`src/design/iaf_pkg.sv`:
```
// ----------------------------------------------------------------------------
// Integer formatter package
// Shared codes, character constants, state and status types for the
// integer-to-ASCII formatter.
// ----------------------------------------------------------------------------
package iaf_pkg;

	localparam logic [1:0] KIND_CHAR     = 2'd0;
	localparam logic [1:0] KIND_SIGNED   = 2'd1;
	localparam logic [1:0] KIND_UNSIGNED = 2'd2;
	localparam logic [1:0] KIND_POINTER  = 2'd3;

	localparam logic [1:0] RADIX_DEFAULT = 2'd0;
	localparam logic [1:0] RADIX_DEC     = 2'd1;
	localparam logic [1:0] RADIX_HEX     = 2'd2;

	localparam logic [1:0] FILL_NONE  = 2'd0;
	localparam logic [1:0] FILL_ZERO  = 2'd1;
	localparam logic [1:0] FILL_SPACE = 2'd2;

	localparam logic [7:0] CH_ZERO    = 8'h30;
	localparam logic [7:0] CH_UPPER_A = 8'h41;
	localparam logic [7:0] CH_LOWER_A = 8'h61;
	localparam logic [7:0] CH_MINUS   = 8'h2D;
	localparam logic [7:0] CH_UPPER_X = 8'h58;
	localparam logic [7:0] CH_LOWER_X = 8'h78;
	localparam logic [7:0] CH_SPACE   = 8'h20;

	// Largest digit count of a 32-bit value (decimal).
	localparam int unsigned NDIG   = 10;
	localparam int unsigned NDIG_W = $clog2(NDIG + 1);

	// Reciprocal of ten: floor(x / 10) == (x * RECIP10) >> 35 for any 32-bit x.
	localparam logic [31:0] RECIP10 = 32'hCCCC_CCCD;

	typedef enum logic [2:0] {
		ST_IDLE,
		ST_CONV,
		ST_CHAR,
		ST_SIGN,
		ST_PFX0,
		ST_PFXX,
		ST_FILL,
		ST_DIGIT
	} iaf_state_t;

	typedef struct packed {
		logic       valid;
		logic [3:0] digit;
		logic       last;
	} iaf_dig_t;

	function automatic logic [7:0] digit_char(input logic [3:0] d, input logic upper);
		logic [7:0] d8;
		d8 = {4'b0, d};
		if (d8 < 8'd10) begin
			return d8 + CH_ZERO;
		end
		return d8 - 8'd10 + (upper ? CH_UPPER_A : CH_LOWER_A);
	endfunction

endpackage

```
`src/design/iaf_in_if.sv`:
```
// ----------------------------------------------------------------------------
// Argument channel
// Carries one formatted argument per item with a valid/ready handshake.
// ----------------------------------------------------------------------------
interface iaf_in_if;
	logic        valid;
	logic        ready;
	logic [1:0]  arg_kind;
	logic [31:0] arg_value;
	logic [1:0]  radix_sel;
	logic        upper_case;
	logic        show_prefix;
	logic [1:0]  fill_mode;
	logic [5:0]  field_width;

	modport source (
		output valid, arg_kind, arg_value, radix_sel, upper_case, show_prefix,
			fill_mode, field_width,
		input ready
	);
	modport sink (
		input valid, arg_kind, arg_value, radix_sel, upper_case, show_prefix,
			fill_mode, field_width,
		output ready
	);
endinterface

```
`src/design/iaf_out_if.sv`:
```
// ----------------------------------------------------------------------------
// Character channel
// Carries one ASCII character per item, with a marker on the final one.
// ----------------------------------------------------------------------------
interface iaf_out_if;
	logic       valid;
	logic       ready;
	logic [7:0] out_char;
	logic       last_char;

	modport source (output valid, out_char, last_char, input ready);
	modport sink (input valid, out_char, last_char, output ready);
endinterface

```
`src/design/iaf_digit_unit.sv`:
```
// ----------------------------------------------------------------------------
// Digit extraction unit
// Splits a 32-bit magnitude into digits, least significant first. A hex digit
// is the low nibble; a decimal digit takes a reciprocal multiply and then a
// remainder step.
// ----------------------------------------------------------------------------
module iaf_digit_unit (
	input  logic              clk,
	input  logic              arst_n,
	input  logic              start,
	input  logic [31:0]       value,
	input  logic              hex,
	output iaf_pkg::iaf_dig_t dig
);

	logic        busy_q;
	logic        phase_q;
	logic        hex_q;
	logic [31:0] mag_q;
	logic [28:0] quot_q;
	logic [63:0] prod;
	logic [31:0] q10;
	logic [31:0] rem;

	assign prod = 64'(mag_q) * 64'(iaf_pkg::RECIP10);
	assign q10  = {quot_q, 3'b0} + {2'b0, quot_q, 1'b0};
	assign rem  = mag_q - q10;

	always_comb begin
		dig.valid = busy_q && (hex_q || phase_q);
		dig.digit = hex_q ? mag_q[3:0] : rem[3:0];
		dig.last  = hex_q ? (mag_q[31:4] == 28'd0) : (quot_q == 29'd0);
	end

	always_ff @(posedge clk or negedge arst_n) begin
		if (!arst_n) begin
			busy_q  <= 1'b0;
			phase_q <= 1'b0;
		end else if (start) begin
			busy_q  <= 1'b1;
			phase_q <= 1'b0;
		end else if (busy_q) begin
			if (hex_q) begin
				busy_q <= !dig.last;
			end else if (phase_q) begin
				phase_q <= 1'b0;
				busy_q  <= !dig.last;
			end else begin
				phase_q <= 1'b1;
			end
		end
	end

	always_ff @(posedge clk) begin
		if (start) begin
			hex_q <= hex;
			mag_q <= value;
		end else if (busy_q) begin
			if (hex_q) begin
				mag_q <= {4'b0, mag_q[31:4]};
			end else if (phase_q) begin
				mag_q <= {3'b0, quot_q};
			end else begin
				quot_q <= prod[63:35];
			end
		end
	end

endmodule

```
`src/design/integer_to_ascii_formatter.sv`:
```
// ----------------------------------------------------------------------------
// Integer-to-ASCII formatter
// Turns one formatted argument into a stream of ASCII characters.
// ----------------------------------------------------------------------------
// The arg channel takes one argument per item: a char, signed, unsigned or
// pointer value with its radix, case, prefix, fill and width flags. The res
// channel returns the characters one item each, with last_char set on the
// final character of the argument.
// A char argument passes from the CHAR state into the output register. A
// number first runs through the digit unit, which serves both radixes: a hex
// digit is the low nibble, while a decimal digit takes a reciprocal multiply
// and then a remainder step. Characters then leave at one per cycle while the
// receiver keeps ready high: sign, prefix, fill and digits, up to 63 in all.
// The digit unit sets the conversion time, the output port the emission time.
// The block accepts a new argument once the final character of the previous
// one sits in the output register. When the receiver holds ready low, the
// output register and the emitting states simply wait; a conversion runs on.
// Reset empties the output register and returns the sequencer to idle.
// ----------------------------------------------------------------------------
module integer_to_ascii_formatter #(
	parameter int unsigned MAX_WIDTH = 60
) (
	input  logic      clk,
	input  logic      arst_n,
	iaf_in_if.sink    arg,
	iaf_out_if.source res
);

	iaf_pkg::iaf_state_t state_q, state_d;
	iaf_pkg::iaf_dig_t   dig;

	logic                      out_valid_q;
	logic [7:0]                out_char_q;
	logic                      out_last_q;
	logic                      ld_out;
	logic [7:0]                out_char_d;
	logic                      out_last_d;
	logic                      emit_ok;
	logic                      accept;
	logic                      conv_start;
	logic                      hex_sel;
	logic                      negative;
	logic [31:0]               magnitude;
	logic [5:0]                wsat;

	logic [7:0]                char_q;
	logic                      neg_q;
	logic                      pfx_q;
	logic                      upper_q;
	logic                      fill_en_q;
	logic [7:0]                fill_char_q;
	logic [5:0]                wsat_q;
	logic [5:0]                fill_cnt_q;
	logic [iaf_pkg::NDIG_W-1:0] nd_q;
	logic [iaf_pkg::NDIG_W-1:0] nd_next;
	logic [iaf_pkg::NDIG_W-1:0] rd_idx_q;
	logic [5:0]                fill_calc;
	logic [3:0]                dbuf_q [iaf_pkg::NDIG];

	assign emit_ok   = !out_valid_q || res.ready;
	assign arg.ready = (state_q == iaf_pkg::ST_IDLE);
	assign accept    = arg.valid && arg.ready;
	assign conv_start = accept && (arg.arg_kind != iaf_pkg::KIND_CHAR);

	assign hex_sel = (arg.radix_sel == iaf_pkg::RADIX_HEX) ||
		((arg.radix_sel != iaf_pkg::RADIX_DEC) && (arg.arg_kind == iaf_pkg::KIND_POINTER));
	assign negative  = (arg.arg_kind == iaf_pkg::KIND_SIGNED) && arg.arg_value[31];
	assign magnitude = negative ? (32'd0 - arg.arg_value) : arg.arg_value;
	assign wsat = (32'(arg.field_width) > MAX_WIDTH) ? 6'(MAX_WIDTH) : arg.field_width;

	assign nd_next   = nd_q + 1'b1;
	assign fill_calc = (fill_en_q && (wsat_q > 6'(nd_next))) ? (wsat_q - 6'(nd_next)) : 6'd0;

	assign res.valid     = out_valid_q;
	assign res.out_char  = out_char_q;
	assign res.last_char = out_last_q;

	iaf_digit_unit u_digit (
		.clk    (clk),
		.arst_n (arst_n),
		.start  (conv_start),
		.value  (magnitude),
		.hex    (hex_sel),
		.dig    (dig)
	);

	always_comb begin
		state_d    = state_q;
		ld_out     = 1'b0;
		out_char_d = iaf_pkg::CH_ZERO;
		out_last_d = 1'b0;
		unique case (state_q)
			iaf_pkg::ST_IDLE: begin
				if (accept) begin
					state_d = (arg.arg_kind == iaf_pkg::KIND_CHAR) ?
						iaf_pkg::ST_CHAR : iaf_pkg::ST_CONV;
				end
			end
			iaf_pkg::ST_CONV: begin
				if (dig.valid && dig.last) begin
					priority if (neg_q) state_d = iaf_pkg::ST_SIGN;
					else if (pfx_q) state_d = iaf_pkg::ST_PFX0;
					else if (fill_calc != 6'd0) state_d = iaf_pkg::ST_FILL;
					else state_d = iaf_pkg::ST_DIGIT;
				end
			end
			iaf_pkg::ST_CHAR: begin
				if (emit_ok) begin
					ld_out     = 1'b1;
					out_char_d = char_q;
					out_last_d = 1'b1;
					state_d    = iaf_pkg::ST_IDLE;
				end
			end
			iaf_pkg::ST_SIGN: begin
				if (emit_ok) begin
					ld_out     = 1'b1;
					out_char_d = iaf_pkg::CH_MINUS;
					priority if (pfx_q) state_d = iaf_pkg::ST_PFX0;
					else if (fill_cnt_q != 6'd0) state_d = iaf_pkg::ST_FILL;
					else state_d = iaf_pkg::ST_DIGIT;
				end
			end
			iaf_pkg::ST_PFX0: begin
				if (emit_ok) begin
					ld_out     = 1'b1;
					out_char_d = iaf_pkg::CH_ZERO;
					state_d    = iaf_pkg::ST_PFXX;
				end
			end
			iaf_pkg::ST_PFXX: begin
				if (emit_ok) begin
					ld_out     = 1'b1;
					out_char_d = upper_q ? iaf_pkg::CH_UPPER_X : iaf_pkg::CH_LOWER_X;
					state_d    = (fill_cnt_q != 6'd0) ? iaf_pkg::ST_FILL : iaf_pkg::ST_DIGIT;
				end
			end
			iaf_pkg::ST_FILL: begin
				if (emit_ok) begin
					ld_out     = 1'b1;
					out_char_d = fill_char_q;
					if (fill_cnt_q == 6'd1) begin
						state_d = iaf_pkg::ST_DIGIT;
					end
				end
			end
			iaf_pkg::ST_DIGIT: begin
				if (emit_ok) begin
					ld_out     = 1'b1;
					out_char_d = iaf_pkg::digit_char(dbuf_q[rd_idx_q], upper_q);
					out_last_d = (rd_idx_q == '0);
					if (rd_idx_q == '0) begin
						state_d = iaf_pkg::ST_IDLE;
					end
				end
			end
			default: state_d = iaf_pkg::ST_IDLE;
		endcase
	end

	always_ff @(posedge clk or negedge arst_n) begin
		if (!arst_n) begin
			state_q     <= iaf_pkg::ST_IDLE;
			out_valid_q <= 1'b0;
			nd_q        <= '0;
			rd_idx_q    <= '0;
			fill_cnt_q  <= 6'd0;
		end else begin
			state_q <= state_d;
			if (ld_out) begin
				out_valid_q <= 1'b1;
			end else if (res.ready) begin
				out_valid_q <= 1'b0;
			end
			if (accept) begin
				nd_q <= '0;
			end else if (state_q == iaf_pkg::ST_CONV && dig.valid) begin
				nd_q <= nd_next;
				if (dig.last) begin
					fill_cnt_q <= fill_calc;
					rd_idx_q   <= nd_q;
				end
			end else if (ld_out && state_q == iaf_pkg::ST_FILL) begin
				fill_cnt_q <= fill_cnt_q - 6'd1;
			end else if (ld_out && state_q == iaf_pkg::ST_DIGIT && rd_idx_q != '0) begin
				rd_idx_q <= rd_idx_q - 1'b1;
			end
		end
	end

	always_ff @(posedge clk) begin
		if (ld_out) begin
			out_char_q <= out_char_d;
			out_last_q <= out_last_d;
		end
		if (accept) begin
			char_q      <= arg.arg_value[7:0];
			neg_q       <= negative;
			pfx_q       <= arg.show_prefix && hex_sel;
			upper_q     <= arg.upper_case;
			fill_en_q   <= (arg.fill_mode == iaf_pkg::FILL_ZERO) ||
				(arg.fill_mode == iaf_pkg::FILL_SPACE);
			fill_char_q <= (arg.fill_mode == iaf_pkg::FILL_ZERO) ?
				iaf_pkg::CH_ZERO : iaf_pkg::CH_SPACE;
			wsat_q      <= wsat;
		end
		if (state_q == iaf_pkg::ST_CONV && dig.valid) begin
			dbuf_q[nd_q] <= dig.digit;
		end
	end

	a_dig_in_conv: assert property (@(posedge clk) disable iff (!arst_n)
		dig.valid |-> state_q == iaf_pkg::ST_CONV)
		else $error("Digit unit reported a digit outside conversion.");

	a_nd_bound: assert property (@(posedge clk) disable iff (!arst_n)
		state_q == iaf_pkg::ST_CONV |-> nd_q < iaf_pkg::NDIG_W'(iaf_pkg::NDIG))
		else $error("Digit count exceeded the digit buffer.");

	a_rd_idx_bound: assert property (@(posedge clk) disable iff (!arst_n)
		state_q == iaf_pkg::ST_DIGIT |-> rd_idx_q < nd_q)
		else $error("Digit read index beyond the converted digits.");

	a_fill_nonzero: assert property (@(posedge clk) disable iff (!arst_n)
		state_q == iaf_pkg::ST_FILL |-> fill_cnt_q != 6'd0)
		else $error("Fill state entered with an empty fill count.");

endmodule

```
`src/flat_wrapper.sv`:
```
// flat-port wrapper written by rule: the top's interface ports become plain ports
module integer_to_ascii_formatter_flat 
#(
	parameter int unsigned MAX_WIDTH = 60
)
  (clk, arst_n, arg_valid, arg_arg_kind, arg_arg_value, arg_radix_sel, arg_upper_case, arg_show_prefix, arg_fill_mode, arg_field_width, arg_ready, res_valid, res_out_char, res_last_char, res_ready);
  iaf_in_if arg_i ();
  iaf_out_if res_i ();
  input  logic clk;
  input  logic arst_n;
  input wire logic [$bits(arg_i.valid)-1:0] arg_valid;
  input wire logic [$bits(arg_i.arg_kind)-1:0] arg_arg_kind;
  input wire logic [$bits(arg_i.arg_value)-1:0] arg_arg_value;
  input wire logic [$bits(arg_i.radix_sel)-1:0] arg_radix_sel;
  input wire logic [$bits(arg_i.upper_case)-1:0] arg_upper_case;
  input wire logic [$bits(arg_i.show_prefix)-1:0] arg_show_prefix;
  input wire logic [$bits(arg_i.fill_mode)-1:0] arg_fill_mode;
  input wire logic [$bits(arg_i.field_width)-1:0] arg_field_width;
  output wire logic [$bits(arg_i.ready)-1:0] arg_ready;
  output wire logic [$bits(res_i.valid)-1:0] res_valid;
  output wire logic [$bits(res_i.out_char)-1:0] res_out_char;
  output wire logic [$bits(res_i.last_char)-1:0] res_last_char;
  input wire logic [$bits(res_i.ready)-1:0] res_ready;
  assign arg_i.valid = arg_valid;
  assign arg_i.arg_kind = arg_arg_kind;
  assign arg_i.arg_value = arg_arg_value;
  assign arg_i.radix_sel = arg_radix_sel;
  assign arg_i.upper_case = arg_upper_case;
  assign arg_i.show_prefix = arg_show_prefix;
  assign arg_i.fill_mode = arg_fill_mode;
  assign arg_i.field_width = arg_field_width;
  assign arg_ready = arg_i.ready;
  assign res_valid = res_i.valid;
  assign res_out_char = res_i.out_char;
  assign res_last_char = res_i.last_char;
  assign res_i.ready = res_ready;
  integer_to_ascii_formatter #(.MAX_WIDTH(MAX_WIDTH)) u_core (.clk(clk), .arst_n(arst_n), .arg(arg_i), .res(res_i));
endmodule
```
`config.mk`:
```
export PLATFORM = sky130hd
export DESIGN_NAME = integer_to_ascii_formatter_flat
export DESIGN_NICKNAME = d
export VERILOG_FILES = /design/src/design/iaf_pkg.sv /design/src/design/iaf_in_if.sv /design/src/design/iaf_out_if.sv /design/src/design/iaf_digit_unit.sv /design/src/design/integer_to_ascii_formatter.sv /design/src/flat_wrapper.sv
export SDC_FILE = /design/constraint.sdc
export NUM_CORES = 1
export LEC_CHECK = 0
export BUFFER_PORTS_ARGS = -buffer_cell sky130_fd_sc_hd__buf_2
export CORE_AREA = 2 2 207 209
export CTS_BUF_LIST = sky130_fd_sc_hd__clkbuf_2 sky130_fd_sc_hd__clkbuf_4 sky130_fd_sc_hd__clkbuf_8
export CTS_CLUSTER_DIAMETER = 60
export DETAILED_ROUTE_END_ITERATION = 12
export DIE_AREA = 0 0 209 211
export HOLD_SLACK_MARGIN = 0.06
export PLACE_DENSITY = 0.92
export SYNTH_ARGS = -nofsm -noshare
export SYNTH_HDL_FRONTEND = slang
export SYNTH_SLANG_ARGS = --single-unit
```
`constraint.sdc`:
```
create_clock -name clk -period 6.3 [get_ports clk]
set_input_delay 1.575 -clock clk [delete_from_list [all_inputs] [get_ports clk]]
set_output_delay 1.575 -clock clk [all_outputs]
set_load 0.05 [all_outputs]
```
======== After elaboration in Yosys (flattened, before gate mapping) ========
Memory sizes are Yosys's and may differ from the RTL's.
Index checks and enable logic that the tools add are counted.
W data, S select, Z words.
operators by class
  $add $sub $neg .......................... 10
  $mul .................................... 1
  order comparisons ....................... 3
  eq/ne operators ......................... 27
  mux-type cells .......................... 64
  bitwise gates (word level) .............. 4
  reduce and logical (&&, ||, !) cells .... 40
operators with widths
  operator                  count
  $mux W32                  5
  $mul A32 B32 Y64 const B  1
  $mux W8                   6
  $pmux W8 S5               1
  $mux W3                   13
  $mux W6                   6
  $sub A1 B32 Y32 const A   1
  $logic_not A29 Y1         1
  $logic_not A28 Y1         1
  $mux W4                   7
  $ne A2 B1 Y1 const B      12
  $pmux W3 S8               1
  $mux W1                   21
  $eq A3 B3 Y1 const B      4
  $logic_and A1 B1 Y1       12
  $reduce_bool A2 Y1        6
  $reduce_bool A6 Y1        2
  $mux W5                   2
  $reduce_and A10 Y1        1
  $add A8 B8 Y8             1
  $reduce_and A4 Y1         2
  $add A4 B6 Y7 const B     1
  $eq A2 B2 Y1 const B      3
  $eq A3 B2 Y1 const B      2
  27 further kinds          37
word-level totals
  register bits after elaboration ......... 117
  memory bits (writable) .................. 40
  bits of input ports ..................... 50
  logic and storage cells ................. 169
  memories ................................ 1
memory list
  memory         depth  bits a word  rd ports  clocked after memory_dff  write ports  RTL line                          text
  u_core.dbuf_q  10     4            1         0                         1            integer_to_ascii_formatter.sv:58  logic [3:0] dbuf_q [iaf_pkg::NDIG];

======== Longest topological paths before layout ========
Gate-level depths: netlist (run 1).
  depth in word-level cells ............... 10
  mapped depth ............................ 28
  mapped depth without buffers ............ 26

======== Hierarchy ========
From an unflattened synthesis (run 1), not the netlist that was laid out.
unflattened totals
  cell total of the unflattened synthesis .. 2,478
  area, all modules ....................... 25,091.6 um^2
modules (own cells, without submodules)
  module                      instances  cells each  area each (um^2)  sequential area each (um^2)
  iaf_digit_unit              1          1,998       20,071.8          1,911.8
  integer_to_ascii_formatter  1          480         5,019.8           2,492.4

======== Worst setup path after synthesis (run 1) ========
OpenSTA, ideal clock, no wires.
  kind .................................... register to register
  start point ............................. register u_core.u_digit.mag_q[19]
  end point ............................... register u_core.u_digit.quot_q[28], data pin
  setup time .............................. 267 ps
  arrival ................................. 6,453 ps
  slack ................................... -420 ps
  cell stages (with the launch flop) ...... 25
  path buffers ............................ 0
  cell sequence ........................... edfxtp_1 > ha_1 > inv_1 > fa_1 > inv_1 > fa_1 > inv_1 > fa_1 > inv_1 > fa_1 > fa_1 > fa_1 > inv_1 > fa_1 > inv_1 > ha_1 > and4_1 > and3_1 > o2111ai_1 > a31oi_1 > o21ai_1 > a211o_1 > a311oi_2 > or3_1 > nand4_1
between the ends
  cells in the longest elaborated chain, start to end .. 1
ends and longest elaborated chain
  what                         RTL line              text
  start, declared              iaf_digit_unit.sv:19  logic [31:0] mag_q;
  start signal, assigned       iaf_digit_unit.sv:57  mag_q <= value;
  start signal, assigned       iaf_digit_unit.sv:60  mag_q <= {4'b0, mag_q[31:4]};
  start signal, assigned       iaf_digit_unit.sv:62  mag_q <= {3'b0, quot_q};
  $mul A32 B32 Y64             iaf_digit_unit.sv:25  assign prod = 64'(mag_q) * 64'(iaf_pkg::RECIP10);
  via u_core.u_digit.prod[63]  iaf_digit_unit.sv:21  logic [63:0] prod;
  end signal, assigned         iaf_digit_unit.sv:64  quot_q <= prod[63:35];
  end, declared                iaf_digit_unit.sv:20  logic [28:0] quot_q;
The timed path passes the listed nets, and every way through them passes these cells.
A chain may end at the register's enable or synchronous reset.

======== Final worst setup path (run 1) ========
  start point ............................. register u_core.u_digit.mag_q[14]
  end point ............................... register u_core.u_digit.quot_q[16], data pin
Same word-level chain as after synthesis.

==> results.txt, run 1 <==
The run finished, with violations left. The checks that failed: negative setup slack. The total nets after synthesis came out at 3257. Among all flip-flop cells after synthesis, the most frequent one is sky130_fd_sc_hd__edfxtp_1. The clock latency at the later pin of the worst-skew pair is 500 ps. The critical path in this run is classified as flip-flop to flip-flop.

The horizontal die dimension came out at 209 um. The multi-input combinational cell area came out at 19300 um^2. The H-tree generated during clock tree synthesis spans 4 levels. Max-cap violations in this run came to 0. Counting flops with a built-in enable in the synthesized netlist gives 130. In the layout the commonest cells are sky130_fd_sc_hd__inv_1, sky130_fd_sc_hd__buf_4, sky130_fd_sc_hd__fa_1. The worst setup slack after layout came out at -938 ps. In the routed design, unresolved DRC markers number 0.

The number of hold violations in the final report came out at 0. In the post-synthesis netlist, the biggest area contributors are sky130_fd_sc_hd__fa_1, sky130_fd_sc_hd__ha_1, sky130_fd_sc_hd__edfxtp_1. The leftover overflow at the end of global routing came out at 0.

TritonCTS created 17 clock buffers. The maximum count of clock buffers along a single path is 2. Row generation in the floorplan step produced 75 rows. The type of the most critical hold path is flip-flop to flip-flop. The minimum clock period is 7240 ps. In this run the clock root is driven by a sky130_fd_sc_hd__clkbuf_8. Global routing used 38.4% of the available tracks across all layers.

Registers take 4400 um^2. The flip-flop and latch count after synthesis is 150. In this run the cell area of the synthesized design comes to 25000 um^2.

Measured along the y axis, the die boundary spans 211 um. The post-route fraction of the period consumed by the critical path came out at 115%. The starting density of the core is 59.8%. The total number of nets in the final design came out at 3735. The synthesized design devotes to its leading area cell type 31.0% of total area. The die area came out at 44100 um^2. The number of standard cells in the final layout excluding fillers is 3469.

The overall via count from detail_route came out at 20500. The delay of the slowest cell on the worst path came out at 560 ps. The number of global-route vias before repair is 21900. At the worst endpoint, the arrival time is 7550 ps. The core box area came out at 41800 um^2. The area overhead of the layout relative to synthesis came out at 23.3%.

The number of vias per cell after detailed routing came out at 5.91. The remaining number of nets flagged by the antenna check after routing came out at 0. The achievable frequency came out at 138 MHz. TritonCTS built the clock tree. The detailed router finished its first iteration with 2244 violations. The worst slew margin relative to its limit came out at 18.6%. The number of sinks handled by clock tree synthesis is 150. The setup-violating endpoint count in the final report came out at 29. The cell repeated most along the worst path is sky130_fd_sc_hd__fa_1. Setup total negative slack on the finished layout was measured at -21530 ps. Dividing the detail-routed wire length by the instance count gives 24.1 um. The total wirelength of the detailed-routed design is 83500 um.

After filler insertion, the fill cell instance count of the layout stands at 2680. Setup repair after global routing could not meet its margin everywhere. For this run, the register share of the synthesized area comes to 17.6%. Port buffering added 60 buffers. Between clock sinks in the finished design, the worst skew comes to 39.4 ps. The number of antenna violations at the first check in global routing is 1. The worst setup path is captured at a flip-flop. The critical path required time is 6610 ps. Entering global routing, the biggest net connects 41 pins. The number of placed cells counting well taps came out at 3361. The mean cell area of the mapped netlist came out at 10.2 um^2.

The clock transition at the registers of the reported paths is 100 ps. The transition time of the tightest slew-check pin is 1210 ps. The cell taking the most area after synthesis is sky130_fd_sc_hd__fa_1.

The proportion of layout cells with a drive suffix above 1 came out at 25.8%. The number of library cell types mapped by synthesis came out at 78. In this run the count of I/O pins placed on the die edge is 61.

The worst path buffer plus inverter count came out at 8. The post-detailed-placement half-perimeter wirelength came out at 68900 um. The cell type group with the largest total delay on the critical path is adder cells.

Along the worst path, the maximum fanout reaches 5. The post-synthesis async set-or-reset flop share is 13.3%. The most common library cell in the layout ignoring fill and taps is sky130_fd_sc_hd__inv_1. The number of iterations in the first detailed-routing pass came out at 8. The first-pass GRT wire length came out at 125000 um. For this design, the slowest cell found on the critical path is sky130_fd_sc_hd__fa_1. The final number of max-transition violations was 0.

After technology mapping, the gate count stands at 2437. The final weighted congestion of routability-driven global placement came out at 1.09. The worst-case hold slack came out at 512 ps. The count of yosys warnings during synthesis came out at 0. The type of origin of the critical path is a flip-flop.
-- metal layers --
layer,up-vias,share of wire (%),GRT usage (%)
met4,2,8.6,24.5
met2,1209,47,64.2
met3,389,8.3,7.05
li1,8857,-,-
met5,-,0.095,1.33
met1,10100,36,45.9
-- layout make-up --
| cell class | instances | share of cell area, % |
|---|---|---|
| multi-input combinational | 1642 | 62.7 |
| sequential | 150 | 14.3 |
| timing repair buffer | 510 | 12.3 |
| inverter | 594 | 7.29 |
| tap | 539 | 2.19 |
| clock buffer | 18 | 0.785 |
| clock inverter | 14 | 0.402 |
| antenna | 2 | 0.0163 |
-- worst paths after layout --
path,startpoint,to,slack (ps),depth (start not counted)
worst max register to register,u_core.u_digit.mag_q[14],u_core.u_digit.quot_q[16],-940,26
max in group asynchronous,arst_n,u_core.state_q[2],4900,1
worst max-delay path,u_core.u_digit.mag_q[14],u_core.u_digit.quot_q[16],-940,26
worst min register to register,u_core.fill_cnt_q[4],u_core.fill_cnt_q[4],510,1
worst min-delay path,u_core.fill_cnt_q[4],u_core.fill_cnt_q[4],510,1
min in group asynchronous,arst_n,u_core.fill_cnt_q[4],1040,1
-- registers in the layout (all words and copies together), names as in the netlist, 3 cells and up --
signal / count
u_core.char_q: 8
u_core.wsat_q: 6
u_core.u_digit.mag_q: 32
u_core.res.out_char: 8
u_core.nd_q: 4
u_core.fill_cnt_q: 6
u_core.rd_idx_q: 4
u_core.u_digit.quot_q: 29
u_core.state_q: 3
u_core.dbuf_q: 40
-- Yosys cell counts (all sizes together) (4+ instances only) --
cell / count
nand2b: 8
clkbuf: 43
ha: 383
o21a: 11
nor4: 15
a211oi: 13
nor3: 28
and4: 6
nand2: 125
nor3b: 5
a31oi: 15
mux4: 8
a21o: 35
inv: 594
and3: 15
edfxtp: 130
o21ai: 95
or3: 9
mux2i: 34
buf: 7
a22o: 4
o31ai: 9
nor2: 72
dfrtp: 20
o21bai: 7
xor2: 62
nand3: 25
a21oi: 94
o211ai: 8
xnor2: 62
fa: 387
nand4: 20
nor2b: 18
or2: 5
and2: 19
o2111ai: 5
-- kinds of logic (layout without fill, tap and decap cells) --
family | after synthesis | count (layout) | share of synthesized area (%)
AO/OA/AOI/OAI | 328 | 328 | 8.27
XOR/XNOR | 124 | 124 | 4.35
adder cells (fa/ha/maj) | 770 | 770 | 50.2
buffers and inverters | 645 | 1136 | 9.91
flip-flops | 150 | 150 | 17.6
multiplexers | 45 | 45 | 2.22
other | 0 | 2 | 0
AND/OR/NAND/NOR | 375 | 375 | 7.38
-- stage by stage --
stage | worst slack [ps] | util (%) | area (um^2)
detailed placement | -1000 | 69.3 | 28900
CTS | -729 | 72.2 | 30200
global placement | -810 | 69.3 | 28900
finish | -938 | 73.7 | 30800
global route | -1120 | 73.7 | 30800
floorplan | -271 | - | 25400
-- repair_timing --
action                                  CTS  global route
resized for setup                       111            87
pin swaps                                38            72
hold buffers                              0             0
setup buffers                            46            29
endpoints found under the setup margin   29            29
Power of run 1 is not shown: default switching activity piles up to over one toggle a cycle in this logic, so the estimate is an artifact.
==> run 2, diff against run 1 <==
- TNS_END_PERCENT: unset -> 10
==> run 2 against run 1 <==
The run still ends with negative setup slack left; largest cell class unchanged; core utilization fell by 1.6 points; first-iteration DRC count fell by 11%; clock skew decreased by 16 ps; maximum frequency up 2.9%.
==> results.txt, run 2 (synthesized netlist as in run 1, its figures left out) <==
The setup-violating endpoint count in the final report came out at 29. The number of sinks handled by clock tree synthesis is 150. Entering global routing, the biggest net connects 41 pins. The most common library cell in the layout ignoring fill and taps is sky130_fd_sc_hd__inv_1.

The cell type of the slowest stage on the worst timing path is sky130_fd_sc_hd__fa_1. The core box area is 41800 um^2. The number of antenna violations at the first check in global routing is 1. The endpoint identified for the worst register-to-register timing path is u_core.u_digit.quot_q[26]. The multi-input combinational cell area came out at 18900 um^2. The starting density of the core is 59.8%. The worst setup path is launched from a flip-flop. TritonCTS built the clock tree. The combined flip-flop and latch cell area came out at 4400 um^2.

Setup repair after global routing could not meet its margin everywhere. The critical path required time came out at 6510 ps. The top cell types in the final layout, fill and taps aside, are sky130_fd_sc_hd__inv_1, sky130_fd_sc_hd__buf_4, sky130_fd_sc_hd__fa_1. The worst slew margin relative to its limit is 16.4%. The path with the worst hold slack has its endpoint at u_core.fill_cnt_q[4]. The number of design rule violations left after detail routing is 0.

At the end of routability-driven placement, the weighted congestion stood at 1.05. The number of cells on the worst reg-to-reg path is 24. The number of clock buffers added by TritonCTS is 17. The clock transition at the registers of the reported paths came out at 110 ps. The first-pass GRT wire length is 123000 um. The leftover overflow at the end of global routing came out at 0.

The die area is 44100 um^2. The worst register-to-register path has a setup slack of -740 ps. The proportion of layout cells with a drive suffix above 1 is 23.1%. The number of fillers in the final layout is 2789. The peak fanout along the critical path came out at 6. The register with the most flip-flops in the layout has 40 of them. In the final routed layout, each cell accounts on average for 22.9 um. The total wirelength of the detailed-routed design is 78800 um.

The die is 211 um tall. The critical path in this run is classified as flip-flop to flip-flop. Counting instances, the worst hold path has a depth of 1. Counting tap cells, the placed design contains a total of 3378 instances. The number of global-route vias before repair is 21900. The number of H-tree branching levels came out at 4.

The delay of the slowest cell on the worst path came out at 600 ps. Ranked by flip-flop count, first place goes to u_core.dbuf_q. Setup slack on the critical path of the routed design comes to -736 ps. The area overhead of the layout relative to synthesis is 20.7%.

The minimum clock period is 7040 ps. The count of maximum capacitance violations came out at 0. The clock tree skew after final layout came out at 23.9 ps.

The tightest min-delay check is of the flip-flop to flip-flop type. The number of hold violations in the final report came to 0. The number of iterations in the first detailed-routing pass is 6. The row count is 75.

The wire-length estimate of the detail-placed layout is 68000 um. The number of port buffers is 60. From left edge to right edge, the die measures 209 um. The overall via count from detail_route is 20000. The count of routing violations after the opening detailed-route iteration is 2001. The signal arrival time at the worst endpoint is 7250 ps. The cell that appears most often on the critical path is sky130_fd_sc_hd__fa_1. The worst path buffer plus inverter count came out at 4. The number of buffers added to fix hold violations after cts came out at 0.

For the final routed database, the setup TNS stands at -16260 ps. The worst reg2reg path startpoint is u_core.u_digit.mag_q[11]. Of the available clock period, the critical path in the final layout requires 112%. The run finished, with violations left.

The worst setup path is captured at a flip-flop. The final number of max-transition violations came out at 0. The overall track demand over capacity in global routing is 37.4%. The transition time of the tightest slew-check pin came out at 1240 ps. At the end of the flow, the number of nets in the layout was 3706. The largest registers in the layout are u_core.dbuf_q (40), u_core.u_digit.mag_q (32), u_core.u_digit.quot_q (29). The checks that failed: negative setup slack. In this run the most critical hold path is launched from u_core.fill_cnt_q[4]. The remaining number of nets flagged by the antenna check after routing is 0. The number of ports placed on the die boundary is 61. The maximum count of clock buffers along a single path came out at 2. Traced cell by cell, the critical path runs through buf_6, ha_4, xor2_1, ha_1, a21o_1, fa_1, inv_1, fa_1, inv_1, fa_1, fa_1, fa_1, fa_1, ha_4, nand3_2, nor2_2, o2111ai_4, o31a_1, o2111ai_4, buf_12, a2111oi_4, o31ai_2, a21oi_1, xnor2_1.

The root buffer cell chosen for the clock tree is sky130_fd_sc_hd__clkbuf_8. The clock latency at the later pin of the worst-skew pair is 470 ps. The number of vias per cell after detailed routing came out at 5.82. In this design, the largest share of critical-path delay is due to adder cells. The achievable frequency came out at 142 MHz. The number of standard cells in the final layout excluding fillers came out at 3439.
-- run 2: what timing repair did --
item / CTS / global route
resized for setup: 94 / 22
endpoints found under the setup margin: 29 / 29
pin swaps: 45 / 9
buffers inserted: 26 / 2
-- run 2: area by class of cell --
cell class / count / share of cell area, %
timing repair buffer: 481 / 11.6
clock buffer: 18 / 0.802
multi-input combinational: 1642 / 62.7
inverter: 594 / 7.40
tap: 539 / 2.24
clock inverter: 14 / 0.548
antenna: 1 / 0.00831
sequential: 150 / 14.6
-- run 2: worst max path at each step --
| stage | slack [ps] | end | start | depth (start not counted) |
|---|---|---|---|---|
| floorplan | -270 | u_core.u_digit.quot_q[26] | u_core.u_digit.mag_q[18] | 25 |
| global placement | -920 | u_core.u_digit.quot_q[26] | u_core.u_digit.mag_q[15] | 24 |
| detailed placement | -990 | u_core.u_digit.quot_q[26] | u_core.u_digit.mag_q[16] | 23 |
| CTS | -720 | u_core.u_digit.quot_q[28] | u_core.u_digit.mag_q[18] | 25 |
| global route | -970 | u_core.u_digit.quot_q[26] | u_core.u_digit.mag_q[14] | 25 |
| finish | -740 | u_core.u_digit.quot_q[26] | u_core.u_digit.mag_q[11] | 24 |
-- run 2: through the flow --
| step | setup WS, ps | hold slack [ps] | utilization (%) | cell area (um^2) |
|---|---|---|---|---|
| 2_1_floorplan | -271 | 464 | - | 25300 |
| 4_1_cts | -719 | 506 | 71.9 | 30000 |
| 3_3_place_gp | -917 | 486 | 69.3 | 28900 |
| 6_report | -736 | 511 | 72.1 | 30100 |
| 3_5_place_dp | -986 | 483 | 69.3 | 28900 |
| 5_1_grt | -974 | 553 | 72.1 | 30100 |
-- run 2: metal layers --
metal	up-vias	GRT usage [%]	wire, um
li1	8770	-	-
met1	9940	45.4	28800
met2	1011	64.0	38200
met3	278	6.29	6260
met4	0	20.8	5520
met5	-	0	0
-- run 2: worst register-to-register path, stage by stage, from the launching register on --
cell	delay, ps
sky130_fd_sc_hd__edfxtp_1	550
sky130_fd_sc_hd__buf_6	190
sky130_fd_sc_hd__ha_4	260
sky130_fd_sc_hd__xor2_1	160
sky130_fd_sc_hd__ha_1	200
sky130_fd_sc_hd__a21o_1	170
sky130_fd_sc_hd__fa_1	540
sky130_fd_sc_hd__inv_1	60
sky130_fd_sc_hd__fa_1	490
sky130_fd_sc_hd__inv_1	60
sky130_fd_sc_hd__fa_1	600
sky130_fd_sc_hd__fa_1	440
sky130_fd_sc_hd__fa_1	580
sky130_fd_sc_hd__fa_1	490
sky130_fd_sc_hd__ha_4	330
sky130_fd_sc_hd__nand3_2	110
sky130_fd_sc_hd__nor2_2	210
sky130_fd_sc_hd__o2111ai_4	180
sky130_fd_sc_hd__o31a_1	320
sky130_fd_sc_hd__o2111ai_4	90
sky130_fd_sc_hd__buf_12	160
sky130_fd_sc_hd__a2111oi_4	70
sky130_fd_sc_hd__o31ai_2	230
sky130_fd_sc_hd__a21oi_1	120
sky130_fd_sc_hd__xnor2_1	140
Power of run 2 is left out for the same reason.
